`config.mk`:
```
export PLATFORM = sky130hd
export DESIGN_NAME = linear_complexity_block_tester
export DESIGN_NICKNAME = d
export VERILOG_FILES = /design/src/hw/rtl/lcbt_pkg.sv /design/src/hw/rtl/lcbt_ram.sv /design/src/hw/rtl/lcbt_alu.sv /design/src/hw/rtl/lcbt_bin.sv /design/src/hw/rtl/linear_complexity_block_tester.sv
export SDC_FILE = /design/constraint.sdc
export NUM_CORES = 2
export LEC_CHECK = 0
export BUFFER_PORTS_ARGS = -buffer_cell sky130_fd_sc_hd__buf_2
export CORE_ASPECT_RATIO = 1.1
export CORE_MARGIN = 2
export CORE_UTILIZATION = 50
export DETAILED_ROUTE_END_ITERATION = 8
export PLACE_DENSITY = 0.62
export SETUP_SLACK_MARGIN = 0.4
export SYNTH_ARGS = -nofsm -noshare
export SYNTH_HDL_FRONTEND = slang
export SYNTH_HIERARCHICAL = 1
export SYNTH_SLANG_ARGS = --single-unit
```
`constraint.sdc`:
```
create_clock -name i_clk -period 8.1 [get_ports i_clk]
set_clock_uncertainty 0.05 [all_clocks]
set_input_delay 0.405 -clock i_clk [delete_from_list [all_inputs] [get_ports i_clk]]
set_output_delay 0.405 -clock i_clk [all_outputs]
set_load 0.05 [all_outputs]
```
`src/hw/rtl/lcbt_pkg.sv`:
```
package lcbt_pkg;

    localparam int LEN_W  = 10;
    localparam int BIN_W  = 3;
    localparam int WORD_W = 32;
    localparam int SUB_W  = $clog2(WORD_W);
    localparam int OFF_W  = SUB_W + 1;
    localparam int T36_W  = 18;

    localparam logic [LEN_W-1:0] LEN_RESET = 10'd500;

    typedef logic [LEN_W-1:0]         t_len;
    typedef logic [BIN_W-1:0]         t_bin;
    typedef logic [WORD_W-1:0]        t_word;
    typedef logic signed [T36_W-1:0]  t_t36;

    // Bin edges of 36*T, and the constant term of 36*T for an odd block length.
    localparam t_t36 T36_LIM0    = -18'sd90;
    localparam t_t36 T36_LIM1    = -18'sd54;
    localparam t_t36 T36_LIM2    = -18'sd18;
    localparam t_t36 T36_LIM3    = 18'sd18;
    localparam t_t36 T36_LIM4    = 18'sd54;
    localparam t_t36 T36_LIM5    = 18'sd90;
    localparam t_t36 T36_ODD_ADJ = 18'sd18;

endpackage

```
`src/hw/rtl/lcbt_ram.sv`:
```
module lcbt_ram #(
    parameter int WIDTH = 32,
    parameter int DEPTH = 16,
    localparam int AW = (DEPTH > 1) ? $clog2(DEPTH) : 1
) (
    input  logic             i_clk,
    input  logic             i_we,
    input  logic [AW-1:0]    i_waddr,
    input  logic [WIDTH-1:0] i_wdata,
    input  logic [AW-1:0]    i_raddr,
    output logic [WIDTH-1:0] o_rdata
);

    logic [WIDTH-1:0] mem [DEPTH];
    logic [WIDTH-1:0] r_rdata;

    always_ff @(posedge i_clk) begin
        if (i_we) begin
            mem[i_waddr] <= i_wdata;
        end
        r_rdata <= mem[i_raddr];
    end

    assign o_rdata = r_rdata;

endmodule

```
`src/hw/rtl/lcbt_alu.sv`:
```
module lcbt_alu import lcbt_pkg::*; (
    input  t_word             i_hi,
    input  t_word             i_lo,
    input  logic [OFF_W-1:0]  i_off,
    input  t_word             i_coef,
    input  t_word             i_mask,
    output logic              o_parity,
    output t_word             o_sum
);

    logic [2*WORD_W-1:0] cat;
    t_word               shifted;
    t_word               reversed;

    // Funnel shift over two adjacent words; the discrepancy pass needs the
    // window in reverse bit order, the update pass takes it as it is.
    assign cat     = {i_hi, i_lo};
    assign shifted = cat[i_off +: WORD_W];

    always_comb begin
        for (int i = 0; i < WORD_W; i++) begin
            reversed[i] = shifted[WORD_W-1-i];
        end
    end

    assign o_parity = ^(i_coef & reversed & i_mask);
    assign o_sum    = i_coef ^ shifted;

endmodule

```
`src/hw/rtl/lcbt_bin.sv`:
```
module lcbt_bin import lcbt_pkg::*; (
    input  t_len i_complexity,
    input  t_len i_block_len,
    output t_bin o_bin_index
);

    t_t36 l36;
    t_t36 m18;
    t_t36 t36;

    // 36*L and 18*M as shift-and-add.
    assign l36 = T36_W'({i_complexity, 5'b0}) + T36_W'({i_complexity, 2'b0});
    assign m18 = T36_W'({i_block_len, 4'b0}) + T36_W'({i_block_len, 1'b0});
    assign t36 = i_block_len[0] ? (m18 - l36 + T36_ODD_ADJ) : (l36 - m18);

    always_comb begin
        priority if (t36 <= T36_LIM0) begin
            o_bin_index = 3'd0;
        end else if (t36 <= T36_LIM1) begin
            o_bin_index = 3'd1;
        end else if (t36 <= T36_LIM2) begin
            o_bin_index = 3'd2;
        end else if (t36 <= T36_LIM3) begin
            o_bin_index = 3'd3;
        end else if (t36 <= T36_LIM4) begin
            o_bin_index = 3'd4;
        end else if (t36 <= T36_LIM5) begin
            o_bin_index = 3'd5;
        end else begin
            o_bin_index = 3'd6;
        end
    end

endmodule

```
`src/hw/rtl/linear_complexity_block_tester.sv`:
```
// Takes one bit per beat while busy is low; busy rises after the accepting edge and stays high
// through the discrepancy pass over n words, n = floor(min(L, position)/32) + 1, and, when the
// discrepancy is one, through the update pass over WORDS words, WORDS = MAX_BLOCK/32 rounded up.
// The shared 32-bit funnel unit walks the polynomial memories one word a cycle.
// The result strobe is high in the first cycle with busy low; the receiver cannot stall it.
// Synchronous active-low reset; polynomial rows read as their reset value via row valid bits.
module linear_complexity_block_tester import lcbt_pkg::*; #(
    parameter int MAX_BLOCK = 512
) (
    input  logic i_clk,
    input  logic i_rst_n,
    input  logic start,
    output logic busy,
    input  logic i_bit_value,
    input  logic i_cfg_wr_en,
    input  t_len i_cfg_wr_data,
    output logic o_result_valid,
    output t_len o_complexity,
    output t_bin o_bin_index
);

    localparam int WORDS = (MAX_BLOCK + WORD_W - 1) / WORD_W;
    localparam int AW    = $clog2(WORDS);
    localparam int CW    = $clog2(WORDS + 1);
    localparam int SAW   = AW + 8;
    localparam int JW    = (CW + SUB_W > LEN_W) ? CW + SUB_W : LEN_W;
    localparam int SH_W  = LEN_W + 2;
    localparam int MAXC  = (MAX_BLOCK < 1023) ? MAX_BLOCK : 1023;

    localparam t_len                  MAXC_V   = LEN_W'(MAXC);
    localparam logic [CW-1:0]         WORDS_C  = CW'(WORDS);
    localparam logic signed [SAW-1:0] WORDS_M1 = SAW'(WORDS - 1);
    localparam t_word                 WORD_ONE = WORD_W'(1);

    typedef enum logic [2:0] {
        S_IDLE,
        S_HWR,
        S_DPRIME,
        S_DWALK,
        S_DECIDE,
        S_UPRIME,
        S_UWALK,
        S_FIN
    } t_state;

    t_state                r_state;
    t_len                  r_len_cfg;
    t_len                  r_pos;
    t_len                  r_L;
    logic [LEN_W:0]        r_lc;
    t_len                  r_jm;
    t_word                 r_hcur;
    logic                  r_d;
    logic                  r_chg;
    logic [SUB_W-1:0]      r_ql;
    logic signed [SAW-1:0] r_sbase;
    logic [CW-1:0]         r_n;
    logic [CW-1:0]         r_k;
    t_word                 r_prev;
    logic                  r_s_neg;
    logic                  r_s_vld;
    logic                  r_s_row0;
    logic                  r_c_vld;
    logic                  r_c_row0;
    logic [WORDS-1:0]      r_cvld;
    logic [WORDS-1:0]      r_bvld;
    logic                  r_o_valid;
    t_len                  r_o_cplx;
    t_bin                  r_o_bin;

    t_len                  eff_len;
    logic                  phase_d;
    logic                  prime;
    logic                  walk;
    logic                  issuing;
    logic                  proc;
    logic signed [SAW-1:0] issue_k;
    logic signed [SAW-1:0] sa;
    logic                  sa_neg;
    logic [AW-1:0]         sa_idx;
    logic [CW-1:0]         ca_full;
    logic [AW-1:0]         ca_idx;
    logic [CW-1:0]         pw;
    logic [AW-1:0]         pw_idx;
    logic [AW-1:0]         hw_addr;
    t_word                 h_rdata;
    t_word                 c_rdata;
    t_word                 b_rdata;
    t_word                 s_eff;
    t_word                 c_eff;
    logic [OFF_W-1:0]      alu_off;
    t_word                 alu_mask;
    logic                  alu_par;
    t_word                 alu_sum;
    logic [SH_W-1:0]       shift_u;
    logic [SH_W-1:0]       shift_sum;
    logic [SH_W-1:0]       neg_shift;
    t_len                  jm_now;
    logic                  chg_now;
    t_len                  new_len;
    logic                  blk_end;
    t_bin                  bin_now;

    always_comb begin
        if (r_len_cfg == '0) begin
            eff_len = LEN_W'(1);
        end else if (r_len_cfg > MAXC_V) begin
            eff_len = MAXC_V;
        end else begin
            eff_len = r_len_cfg;
        end
    end

    assign phase_d = (r_state == S_DPRIME) || (r_state == S_DWALK);
    assign prime   = (r_state == S_DPRIME) || (r_state == S_UPRIME);
    assign walk    = (r_state == S_DWALK) || (r_state == S_UWALK);
    assign issuing = prime || (walk && (r_k != r_n));
    assign proc    = walk && (r_k != '0);

    // The stream memory (history or previous polynomial) runs one word ahead of
    // the connection polynomial; the priming read fetches that extra word.
    assign issue_k = prime ? '1 : SAW'(r_k);
    assign sa      = r_sbase - issue_k;
    assign sa_neg  = sa[SAW-1];
    assign sa_idx  = sa[AW-1:0];

    assign ca_full = phase_d ? r_k : (WORDS_C - CW'(1) - r_k);
    assign ca_idx  = ca_full[AW-1:0];
    assign pw      = phase_d ? (r_k - CW'(1)) : (WORDS_C - r_k);
    assign pw_idx  = pw[AW-1:0];
    assign hw_addr = AW'(r_pos[LEN_W-1:SUB_W]);

    always_comb begin
        if (r_s_neg) begin
            s_eff = '0;
        end else if (r_s_vld) begin
            s_eff = phase_d ? h_rdata : b_rdata;
        end else begin
            s_eff = r_s_row0 ? WORD_ONE : '0;
        end
    end

    assign c_eff = r_c_vld ? c_rdata : (r_c_row0 ? WORD_ONE : '0);

    assign alu_off = phase_d ? ({1'b0, r_pos[SUB_W-1:0]} + OFF_W'(1)) : {1'b0, r_ql};

    // Only taps 1..min(L, position) take part in the discrepancy.
    always_comb begin
        logic [JW-1:0] j;
        for (int i = 0; i < WORD_W; i++) begin
            j           = JW'({pw, SUB_W'(i)});
            alu_mask[i] = (j != '0) && (j <= JW'(r_jm));
        end
    end

    assign shift_u   = {2'b00, r_pos} - {r_lc[LEN_W], r_lc};
    assign shift_sum = shift_u + SH_W'(WORD_W - 1);
    assign neg_shift = SH_W'(0) - shift_u;
    assign jm_now    = (r_L < r_pos) ? r_L : r_pos;
    assign chg_now   = r_L <= {1'b0, r_pos[LEN_W-1:1]};
    assign new_len   = r_pos + LEN_W'(1) - r_L;
    assign blk_end   = ({1'b0, r_pos} + (LEN_W+1)'(1)) >= {1'b0, eff_len};

    lcbt_ram #(.WIDTH(WORD_W), .DEPTH(WORDS)) u_hist (
        .i_clk   (i_clk),
        .i_we    (r_state == S_HWR),
        .i_waddr (hw_addr),
        .i_wdata (r_hcur),
        .i_raddr (sa_idx),
        .o_rdata (h_rdata)
    );

    lcbt_ram #(.WIDTH(WORD_W), .DEPTH(WORDS)) u_conn (
        .i_clk   (i_clk),
        .i_we    (proc && !phase_d),
        .i_waddr (pw_idx),
        .i_wdata (alu_sum),
        .i_raddr (ca_idx),
        .o_rdata (c_rdata)
    );

    lcbt_ram #(.WIDTH(WORD_W), .DEPTH(WORDS)) u_prev (
        .i_clk   (i_clk),
        .i_we    (proc && !phase_d && r_chg),
        .i_waddr (pw_idx),
        .i_wdata (c_eff),
        .i_raddr (sa_idx),
        .o_rdata (b_rdata)
    );

    lcbt_alu u_alu (
        .i_hi     (r_prev),
        .i_lo     (s_eff),
        .i_off    (alu_off),
        .i_coef   (c_eff),
        .i_mask   (alu_mask),
        .o_parity (alu_par),
        .o_sum    (alu_sum)
    );

    lcbt_bin u_bin (
        .i_complexity (r_L),
        .i_block_len  (eff_len),
        .o_bin_index  (bin_now)
    );

    always_ff @(posedge i_clk) begin
        if (!i_rst_n) begin
            r_state   <= S_IDLE;
            r_len_cfg <= LEN_RESET;
            r_pos     <= '0;
            r_L       <= '0;
            r_lc      <= '1;
            r_jm      <= '0;
            r_d       <= 1'b0;
            r_chg     <= 1'b0;
            r_n       <= '0;
            r_k       <= '0;
            r_cvld    <= '0;
            r_bvld    <= '0;
            r_o_valid <= 1'b0;
        end else begin
            r_o_valid <= (r_state == S_FIN) && blk_end;
            if (i_cfg_wr_en) begin
                r_len_cfg <= i_cfg_wr_data;
            end
            if (issuing) begin
                r_s_neg  <= sa_neg;
                r_s_vld  <= phase_d ? 1'b1 : (!sa_neg && r_bvld[sa_idx]);
                r_s_row0 <= !phase_d && (sa == '0);
                r_c_vld  <= r_cvld[ca_idx];
                r_c_row0 <= (ca_idx == '0);
            end
            if (walk) begin
                r_prev <= s_eff;
            end
            unique case (r_state)
                S_IDLE: begin
                    if (start) begin
                        r_hcur[r_pos[SUB_W-1:0]] <= i_bit_value;
                        r_d     <= i_bit_value;
                        r_jm    <= jm_now;
                        r_n     <= CW'({1'b0, jm_now[LEN_W-1:SUB_W]}) + CW'(1);
                        r_k     <= '0;
                        r_sbase <= SAW'({1'b0, r_pos[LEN_W-1:SUB_W]}) - SAW'(1);
                        r_state <= S_HWR;
                    end
                end
                S_HWR: begin
                    r_state <= S_DPRIME;
                end
                S_DPRIME: begin
                    r_state <= S_DWALK;
                end
                S_DWALK: begin
                    if (proc) begin
                        r_d <= r_d ^ alu_par;
                    end
                    if (r_k == r_n) begin
                        r_state <= S_DECIDE;
                    end else begin
                        r_k <= r_k + CW'(1);
                    end
                end
                S_DECIDE: begin
                    if (r_d) begin
                        r_chg   <= chg_now;
                        r_ql    <= neg_shift[SUB_W-1:0];
                        r_sbase <= WORDS_M1 - SAW'(shift_sum[SH_W-2:SUB_W]);
                        r_n     <= WORDS_C;
                        r_k     <= '0;
                        r_state <= S_UPRIME;
                    end else begin
                        r_state <= S_FIN;
                    end
                end
                S_UPRIME: begin
                    r_state <= S_UWALK;
                end
                S_UWALK: begin
                    if (proc) begin
                        r_cvld[pw_idx] <= 1'b1;
                        if (r_chg) begin
                            r_bvld[pw_idx] <= 1'b1;
                        end
                    end
                    if (r_k == r_n) begin
                        if (r_chg) begin
                            r_L  <= new_len;
                            r_lc <= {1'b0, r_pos};
                        end
                        r_state <= S_FIN;
                    end else begin
                        r_k <= r_k + CW'(1);
                    end
                end
                S_FIN: begin
                    if (blk_end) begin
                        r_o_cplx  <= r_L;
                        r_o_bin   <= bin_now;
                        r_L       <= '0;
                        r_lc      <= '1;
                        r_pos     <= '0;
                        r_cvld    <= '0;
                        r_bvld    <= '0;
                    end else begin
                        r_pos <= r_pos + LEN_W'(1);
                    end
                    r_state <= S_IDLE;
                end
                default: begin
                    r_state <= S_IDLE;
                end
            endcase
        end
    end

    assign busy           = (r_state != S_IDLE);
    assign o_result_valid = r_o_valid;
    assign o_complexity   = r_o_cplx;
    assign o_bin_index    = r_o_bin;

endmodule
```
Word level (Yosys, flattened, before mapping). Memories as Yosys holds them, arrays and structs flattened. A register that Yosys moved wholly into a read port is not among the register bits. Index checks and enable logic that the tools add are counted.

RAM bits: 1536. Logic and storage cells: 235. Output and inout bits: 15. Memories kept: 3. Input bits: 15. Bits in registers: 198.

Memory list: u_conn.mem (words 16, width 32, read ports 1, clocked after Yosys merged registers in 1, wr ports 1, RTL line lcbt_ram.sv:14) `logic [WIDTH-1:0] mem [DEPTH];`; u_hist.mem (words 16, width 32, read ports 1, clocked after Yosys merged registers in 1, wr ports 1, RTL line lcbt_ram.sv:14); u_prev.mem (words 16, width 32, read ports 1, clocked after Yosys merged registers in 1, wr ports 1, RTL line lcbt_ram.sv:14).

Bitwise operators: 6. Reductions and logical operators: 46. Equality and inequality tests: 18. Shifts and indexed selects: 1. Add/sub/neg operators: 20. $lt $le $gt $ge: 48. Multiplexer cells: 67.

Operator list (count): <= comparator 10 bit (32); 2-to-1 mux 32 bit (4); 2-to-1 mux 10 bit (7); AND 32 bit (2); 2-to-1 mux 16 bit (4); case mux 16 bit (2 select lines) (2); indexed part select 64 x 7 -> 32 bit (1); <= comparator 18 x 6 -> 1 bit (second input constant) (2); <= comparator 18 x 7 -> 1 bit (second input constant) (2); <= comparator 18 x 8 -> 1 bit (second input constant) (2); 2-to-1 mux 12 bit (3); subtractor 18 bit (2); 2-to-1 mux 11 bit (3); bitwise mux 32 bit (1); OR 16 bit (2); parity 32 bit (1); XOR 32 bit (1); 2-to-1 mux 5 bit (6); case mux 12 bit (2 select lines) (1); case mux 3 bit (8 select lines) (1); case mux 11 bit (2 select lines) (1); AND reduction 3 bit (7); case mux 10 bit (2 select lines) (1); adder 18 x 6 -> 18 bit (second input constant) (1); 58 further kinds (117).

Longest topological paths before layout.
Word-level depth: 13. Depth in mapped cells: 28. Depth with buffers taken out: 28.

Hierarchy. The synthesis kept the hierarchy.

Modules (own cells, without submodules): lcbt_ram (u_hist ...) (area an instance 19835.3 µm², cells an instance 838, times used 2, sequential area each 16015.4 µm²); lcbt_ram (u_conn) (area an instance 19854.0 µm², cells an instance 838, times used 1, sequential area each 16015.4 µm²); linear_complexity_block_tester (area an instance 11578.6 µm², cells an instance 1313, times used 1, sequential area each 4804.6 µm²); lcbt_alu (area an instance 5861.9 µm², cells an instance 613, times used 1, sequential area each 0.0 µm²); lcbt_bin (area an instance 2742.6 µm², cells an instance 384, times used 1, sequential area each 0.0 µm²).

Worst setup path before layout. OpenSTA, ideal clock, no wires.

Kind: register -> register. Start: register r_len_cfg[0]. End: register r_o_bin[1] (netlist: o_bin_index[1]) (data pin). Setup time: 262 ps. Path buffers: 0. Arrival time: 4807 ps. Period minus slack after synthesis: 5119 ps. Required time: 7788 ps. Path slack: 2981 ps. Stages on the path, launching flop included: 23. Cells stage by stage: dfxtp_1 -> nor4_1 -> nand3_1 -> a21oi_1 -> ha_1 -> inv_1 -> fa_1 -> inv_1 -> a21oi_1 -> o21bai_1 -> xor2_1 -> inv_1 -> ha_1 -> ha_1 -> a21o_1 -> a31o_1 -> a31oi_2 -> o311ai_1 -> nor4b_2 -> o21ai_1 -> or4_4 -> nor4_1 -> o21ai_1.

Cells in the longest elaborated chain, start to end: 12. Elaborated cells between the ends (all ways): 20. Classes of those cells: add/sub (4); order compare (7); mux (7); reduce/logical (2).

Ends and longest elaborated chain: start, declared (RTL line linear_complexity_block_tester.sv:47) `t_len r_len_cfg;`; start signal, assigned (RTL line linear_complexity_block_tester.sv:225) `r_len_cfg <= i_cfg_wr_data;`; > comparator 10 bit (RTL line linear_complexity_block_tester.sv:107) `end else if (r_len_cfg > MAXC_V) begin`; 2-to-1 mux 10 bit (RTL line linear_complexity_block_tester.sv:107); 2-to-1 mux 10 bit * (RTL line linear_complexity_block_tester.sv:105) `if (r_len_cfg == '0) begin`; net eff_len[0] (RTL line linear_complexity_block_tester.sv:71) `t_len eff_len;`; adder 14 x 11 -> 15 bit (RTL line lcbt_bin.sv:13) `assign m18 = T36_W'({i_block_len, 4'b0}) + T36_W'({i_block_len, 1'b0});`; subtractor 18 bit (RTL line lcbt_bin.sv:14) `assign t36 = i_block_len[0] ? (m18 - l36 + T36_ODD_ADJ) : (l36 - m18);`; adder 18 x 6 -> 18 bit (RTL line lcbt_bin.sv:14); 2-to-1 mux 18 bit * (RTL line lcbt_bin.sv:14); <= comparator 18 x 8 -> 1 bit (RTL line lcbt_bin.sv:27) `end else if (t36 <= T36_LIM5) begin`; 2-to-1 mux 2 bit (RTL line lcbt_bin.sv:27); 2-to-1 mux 2 bit (RTL line lcbt_bin.sv:25) `end else if (t36 <= T36_LIM4) begin`; 2-to-1 mux 2 bit (RTL line lcbt_bin.sv:23) `end else if (t36 <= T36_LIM3) begin`; 2-to-1 mux 2 bit (RTL line lcbt_bin.sv:21) `end else if (t36 <= T36_LIM2) begin`; end signal, assigned (RTL line linear_complexity_block_tester.sv:300) `r_o_bin <= bin_now;`; end, declared (RTL line linear_complexity_block_tester.sv:69) `t_bin r_o_bin;`.

The timed path passes the listed nets; every way through them passes the cells marked *. A chain may end at the register's enable or synchronous reset.

Worst setup path in the final report.
Start: register r_state[1]. End: register r_d.

Elaborated cells between the ends (all ways): 57. Classes of those cells: order compare (32); eq/ne (5); shift (1); mux (7); bitwise (3); reduce/logical (9).

RTL lines: start, declared (RTL line linear_complexity_block_tester.sv:46) `t_state r_state;`; start signal, assigned (RTL line linear_complexity_block_tester.sv:209) `r_state <= S_IDLE;`; start signal, assigned (RTL line linear_complexity_block_tester.sv:246) `r_state <= S_HWR;`; start signal, assigned (RTL line linear_complexity_block_tester.sv:250) `r_state <= S_DPRIME;`; equality test 3 x 2 -> 1 bit (RTL line linear_complexity_block_tester.sv:114) `assign phase_d = (r_state == S_DPRIME) || (r_state == S_DWALK);`; logical OR 1 bit * (RTL line linear_complexity_block_tester.sv:114); 2-to-1 mux 6 bit * (RTL line linear_complexity_block_tester.sv:145) `assign alu_off = phase_d ? ({1'b0, r_pos[SUB_W-1:0]} + OFF_W'(1)) : {1'b0, r_ql};`; net alu_off[1] (RTL line linear_complexity_block_tester.sv:91) `logic [OFF_W-1:0] alu_off;`; indexed part select 64 x 7 -> 32 bit * (RTL line lcbt_alu.sv:18) `assign shifted = cat[i_off +: WORD_W];`; AND 32 bit * (2 in a row) (RTL line lcbt_alu.sv:26) `assign o_parity = ^(i_coef & reversed & i_mask);`; parity 32 bit * (RTL line lcbt_alu.sv:26); net alu_par (RTL line linear_complexity_block_tester.sv:93) `logic alu_par;`; XOR 1 bit * (RTL line linear_complexity_block_tester.sv:257) `r_d <= r_d ^ alu_par;`; 2-to-1 mux 1 bit * (RTL line linear_complexity_block_tester.sv:256) `if (proc) begin`; case mux 1 bit (2 select lines) * (RTL line linear_complexity_block_tester.sv:237) `unique case (r_state)`; end signal, assigned (RTL line linear_complexity_block_tester.sv:241) `r_d <= i_bit_value;`; end signal, assigned (RTL line linear_complexity_block_tester.sv:257); end, declared (RTL line linear_complexity_block_tester.sv:53) `logic r_d;`.

The timed path passes the listed nets; every way through them passes the cells marked *. The select of a mux whose other input is x is not followed.

==> run_summary.xml <==
<?xml version="1.0" encoding="UTF-8"?>
<metrics>
  <group name="worst_hold_path">
    <metric name="hp-class" unit="">in -&gt; reg</metric>
  </group>
  <group name="routing">
    <metric name="route.detailed.wl_per_inst" unit="um">29.42</metric>
    <metric name="first_iter_violations" unit="">4915</metric>
    <metric name="route.vias.total" unit="">44980</metric>
    <metric name="detail_route.first_pass.iterations" unit="">8</metric>
    <metric name="drc" unit="">0</metric>
    <metric name="routed_wl" unit="mm">210.7</metric>
    <metric name="drtAntennaViolNets" unit="">0</metric>
    <metric name="drt-vias-per-instance" unit="">6.282</metric>
  </group>
  <group name="final_layout">
    <metric name="nFillCells" unit="">12370</metric>
    <metric name="final_layout_size_suffix_gt1_share" unit="%">20.51</metric>
    <metric name="final_common_cell" unit="">sky130_fd_sc_hd__edfxtp_1</metric>
    <metric name="fin_nets" unit="">5056</metric>
    <metric name="synthToLayoutAreaGrowth" unit="%">11.41</metric>
    <metric name="mostFrequentLayoutCells" unit="">1630 x sky130_fd_sc_hd__edfxtp_1, 459 x sky130_fd_sc_hd__mux4_2, 394 x sky130_fd_sc_hd__nand2_1</metric>
    <metric name="final_cells" unit="">7160</metric>
  </group>
  <group name="clock_network">
    <metric name="ctsRootBufferMaster" unit="">sky130_fd_sc_hd__clkbuf_16</metric>
    <metric name="total_cts_buffers" unit="">178</metric>
    <metric name="clockBufferDepth" unit="">3</metric>
    <metric name="clkSlewWorstSetupHoldPaths" unit="ns">0.07</metric>
    <metric name="clk_latency" unit="ns">0.85</metric>
    <metric name="cts_tree" unit="">built</metric>
    <metric name="clock-sinks" unit="">1825</metric>
    <metric name="cts_setup_buffers" unit="">0</metric>
    <metric name="ctsHoldBuffers" unit="">21</metric>
    <metric name="cts-htree-levels" unit="">4</metric>
    <metric name="cts_resized" unit="">0</metric>
  </group>
  <group name="global_route">
    <metric name="antenna_found_initial" unit="">6</metric>
    <metric name="grt_usage" unit="%">26.16</metric>
    <metric name="first_pass_grt_wire_length" unit="mm">309.3</metric>
    <metric name="globalRoute.totalOverflow" unit="">0</metric>
    <metric name="pin_count_of_the_biggest_net_entering_global_routing" unit="">131</metric>
    <metric name="vias_in_the_first_global_route" unit="">44860</metric>
  </group>
  <group name="sta">
    <metric name="final_hold_viol_count" unit="">0</metric>
    <metric name="tns" unit="ns">0</metric>
    <metric name="worstMarginPinSlew" unit="ns">1.277</metric>
    <metric name="min_period_over_period" unit="%">77.46</metric>
    <metric name="fin_crit" unit="ns">6.275</metric>
    <metric name="hold_ws" unit="ns">0.1164</metric>
    <metric name="max_slew_headroom" unit="%">14.26</metric>
    <metric name="finalSetupViolCount" unit="">0</metric>
    <metric name="slew_violations" unit="">0</metric>
    <metric name="grt_setup_unrepaired" unit="">no</metric>
    <metric name="max_clock_freq" unit="MHz">159.4</metric>
  </group>
  <group name="power_and_ir_drop">
    <metric name="cellPowerDensity" unit="nW/um^2">268.6</metric>
    <metric name="p_leak" unit="nW">30.16</metric>
    <metric name="net-switching-power" unit="mW">6.506</metric>
    <metric name="irDropWorstVdd" unit="mV">0.2013</metric>
    <metric name="comb_power_share" unit="%">17.4</metric>
    <metric name="power.switching_fraction" unit="%">27.28</metric>
    <metric name="power.share.clock" unit="%">35.5</metric>
    <metric name="cell_internal_pwr" unit="mW">17.34</metric>
    <metric name="seqPwrFrac" unit="%">47.1</metric>
    <metric name="total_power" unit="mW">23.85</metric>
  </group>
  <group name="setup_path">
    <metric name="worstSetupEndpoint" unit="">r_d</metric>
    <metric name="reg2reg_depth" unit="">15</metric>
    <metric name="beginning_of_the_critical_path" unit="">r_state[1]</metric>
    <metric name="r2r-end" unit="">r_d</metric>
    <metric name="maximum_net_fanout_on_the_critical_path" unit="">29</metric>
    <metric name="worst-endpoint-arrival" unit="ns">6.91</metric>
    <metric name="critical_path.startpoint_type" unit="">register</metric>
    <metric name="regToRegStartpoint" unit="">r_state[1]</metric>
    <metric name="flop2flop_setup_slack" unit="ns">1.83</metric>
    <metric name="worst-setup-path-type" unit="">reg -&gt; reg</metric>
    <metric name="cp_data_required_time" unit="ns">8.74</metric>
    <metric name="setup.worst_path.end_class" unit="">register</metric>
  </group>
  <group name="floorplan">
    <metric name="row_count" unit="">153</metric>
    <metric name="placeableCoreArea" unit="um^2">158100</metric>
    <metric name="area_enclosed_by_the_die_boundary" unit="um^2">162600</metric>
    <metric name="io-pin-count" unit="">30</metric>
    <metric name="dieWidth" unit="um">384.7</metric>
    <metric name="floorplan.initialDensity" unit="%">50.41</metric>
    <metric name="dieHeight" unit="um">422.8</metric>
  </group>
  <group name="synthesis">
    <metric name="yosysWarnings" unit="">6</metric>
    <metric name="synth.avg_cell_area" unit="um^2">16.52</metric>
    <metric name="synthArstFlopShare" unit="%">0</metric>
    <metric name="synth_edf_count" unit="">1630</metric>
    <metric name="synthesis.nets" unit="">4969</metric>
    <metric name="postSynthCellCount" unit="">4824</metric>
    <metric name="netlist-cell-type-count" unit="">113</metric>
    <metric name="yosys_most_used_dff" unit="">sky130_fd_sc_hd__edfxtp_1</metric>
    <metric name="yosysSeqAreaShare" unit="%">66.31</metric>
    <metric name="synth.cell_area" unit="um^2">79710</metric>
    <metric name="synth.ff_latch_count" unit="">1825</metric>
  </group>
  <group name="placed_design">
    <metric name="place.detailed.instances" unit="">6802</metric>
    <metric name="finalWeightedCongestion" unit="">0.9674</metric>
    <metric name="placement.io_buffers" unit="">29</metric>
    <metric name="detailedPlacementHpwl" unit="mm">125.1</metric>
  </group>
  <group name="run">
    <metric name="timing.max_cap.violations" unit="">0</metric>
  </group>
  <group name="status">
    <metric name="result_of_the_run" unit="">completed</metric>
  </group>
</metrics>
cells in the mapped netlist (8+ instances only):
cell type / instances / share of area, %
sky130_fd_sc_hd__a211oi_1: 13 / 0.12
sky130_fd_sc_hd__a21boi_0: 14 / 0.13
sky130_fd_sc_hd__a21o_1: 24 / 0.23
sky130_fd_sc_hd__a21oi_1: 134 / 0.84
sky130_fd_sc_hd__a22oi_1: 203 / 1.9
sky130_fd_sc_hd__a31oi_1: 22 / 0.17
sky130_fd_sc_hd__and2_1: 57 / 0.45
sky130_fd_sc_hd__and3_1: 18 / 0.14
sky130_fd_sc_hd__buf_1: 37 / 0.17
sky130_fd_sc_hd__buf_2: 49 / 0.31
sky130_fd_sc_hd__buf_4: 45 / 0.42
sky130_fd_sc_hd__buf_6: 22 / 0.31
sky130_fd_sc_hd__clkbuf_1: 105 / 0.49
sky130_fd_sc_hd__dfxtp_1: 195 / 4.9
sky130_fd_sc_hd__edfxtp_1: 1630 / 61
sky130_fd_sc_hd__ha_1: 123 / 1.9
sky130_fd_sc_hd__inv_1: 113 / 0.53
sky130_fd_sc_hd__mux2_2: 32 / 0.45
sky130_fd_sc_hd__mux2i_1: 81 / 1.0
sky130_fd_sc_hd__mux4_1: 26 / 0.86
sky130_fd_sc_hd__mux4_2: 459 / 13
sky130_fd_sc_hd__nand2_1: 396 / 1.9
sky130_fd_sc_hd__nand2b_1: 40 / 0.31
sky130_fd_sc_hd__nand3_1: 83 / 0.52
sky130_fd_sc_hd__nand3b_1: 17 / 0.16
sky130_fd_sc_hd__nand4_1: 17 / 0.13
sky130_fd_sc_hd__nor2_1: 211 / 0.99
sky130_fd_sc_hd__nor2b_1: 37 / 0.29
sky130_fd_sc_hd__nor3_1: 67 / 0.42
sky130_fd_sc_hd__nor4_1: 8 / 0.063
sky130_fd_sc_hd__o211ai_1: 17 / 0.16
sky130_fd_sc_hd__o21a_1: 14 / 0.13
sky130_fd_sc_hd__o21ai_0: 94 / 0.59
sky130_fd_sc_hd__o21ai_1: 52 / 0.33
sky130_fd_sc_hd__o22ai_1: 23 / 0.18
sky130_fd_sc_hd__o31ai_1: 8 / 0.075
sky130_fd_sc_hd__or2_2: 13 / 0.10
sky130_fd_sc_hd__or3_1: 14 / 0.11
sky130_fd_sc_hd__xnor2_1: 90 / 0.99
sky130_fd_sc_hd__xor2_1: 55 / 0.60
final cells by class:
class	count	area, um^2	share of cell area, %
Sequential cell	1825	52850	59.52
Antenna cell	1	2.502	0.002818
Multi-Input combinational cell	2619	25480	28.69
Clock inverter	96	1154	1.299
Timing Repair Buffer	169	1336	1.505
Tap cell	2092	2618	2.948
Inverter	118	450.4	0.5072
Clock buffer	240	4911	5.530
how the worst min path moves through the flow:
stage	depth (start not counted)	slack, ns	startpoint	end
2_1_floorplan	2	0.37	r_bvld[0]	r_bvld[0]
3_3_place_gp	2	0.38	r_bvld[4]	r_bvld[4]
3_5_place_dp	2	0.39	r_cvld[7]	r_cvld[7]
4_1_cts	3	0.08	i_rst_n	r_len_cfg[2]
5_1_grt	3	0.13	i_rst_n	r_len_cfg[2]
6_report	3	0.12	i_rst_n	r_lc[10]
logic make-up (layout without fill, tap and decap cells):
logic type | after synthesis | count (layout) | share of synthesized area [%]
buffers and inverters | 380 | 623 | 2.359
AND/OR/NAND/NOR | 1022 | 1022 | 6.080
XOR/XNOR | 155 | 155 | 1.844
flip-flops | 1825 | 1825 | 66.31
adder cells (fa/ha/maj) | 130 | 130 | 2.107
AO/OA/AOI/OAI | 714 | 714 | 6.009
other | 0 | 1 | 0
multiplexers | 598 | 598 | 15.30
registers in the layout (all words and copies together), names as in the netlist, 11 cells and up:
| name | cells |
|---|---|
| r_cvld | 16 |
| r_prev | 32 |
| u_conn/o_rdata | 32 |
| r_hcur | 32 |
| u_hist/o_rdata | 32 |
| r_bvld | 16 |
| u_prev/mem | 512 |
| u_prev/o_rdata | 32 |
| r_lc | 11 |
| u_hist/mem | 512 |
| u_conn/mem | 512 |
critical path: stages (launching register included):
cell	delay [ns]
sky130_fd_sc_hd__dfxtp_1	0.65
sky130_fd_sc_hd__nand2b_2	0.55
sky130_fd_sc_hd__o21ai_4	0.91
sky130_fd_sc_hd__buf_4	0.46
sky130_fd_sc_hd__mux4_2	0.57
sky130_fd_sc_hd__nor2_1	0.12
sky130_fd_sc_hd__nor2_1	0.09
sky130_fd_sc_hd__mux4_2	0.51
sky130_fd_sc_hd__mux2i_1	0.40
sky130_fd_sc_hd__nor2_1	0.12
sky130_fd_sc_hd__xor2_1	0.21
sky130_fd_sc_hd__xnor3_1	0.33
sky130_fd_sc_hd__xnor3_1	0.38
sky130_fd_sc_hd__xnor3_1	0.47
sky130_fd_sc_hd__o21ai_0	0.20
sky130_fd_sc_hd__a21oi_1	0.09
per-layer routing:
metal	track usage, %	routed length [um]
met1	36.09	85600
met2	42.66	103100
met3	4.144	14600
met4	8.750	7341
met5	0	30
metrics by stage:
stage	util [%]	instance area (um^2)	setup slack (ns)
floorplan	-	79710	2.981
global placement	52.18	82510	1.870
detailed placement	52.18	82510	1.887
CTS	56.15	88780	1.848
global route	56.16	88800	1.457
finish	56.16	88800	1.825
power groups by stage:
| stage | Combinational (mW) | Clock (mW) | Sequential, mW |
|---|---|---|---|
| final | 4.14 | 8.47 | 11.2 |
| after global routing | 4.46 | 8.98 | 11.2 |
| after CTS | 4.14 | 8.61 | 11.2 |
| after detailed placement | 4.12 | 0 | 11.4 |
| after global placement | 4.09 | 0 | 11.4 |
| after floorplan | 2.87 | 0 | 11.2 |
No activity file was read; power rests on OpenSTA's default activity.
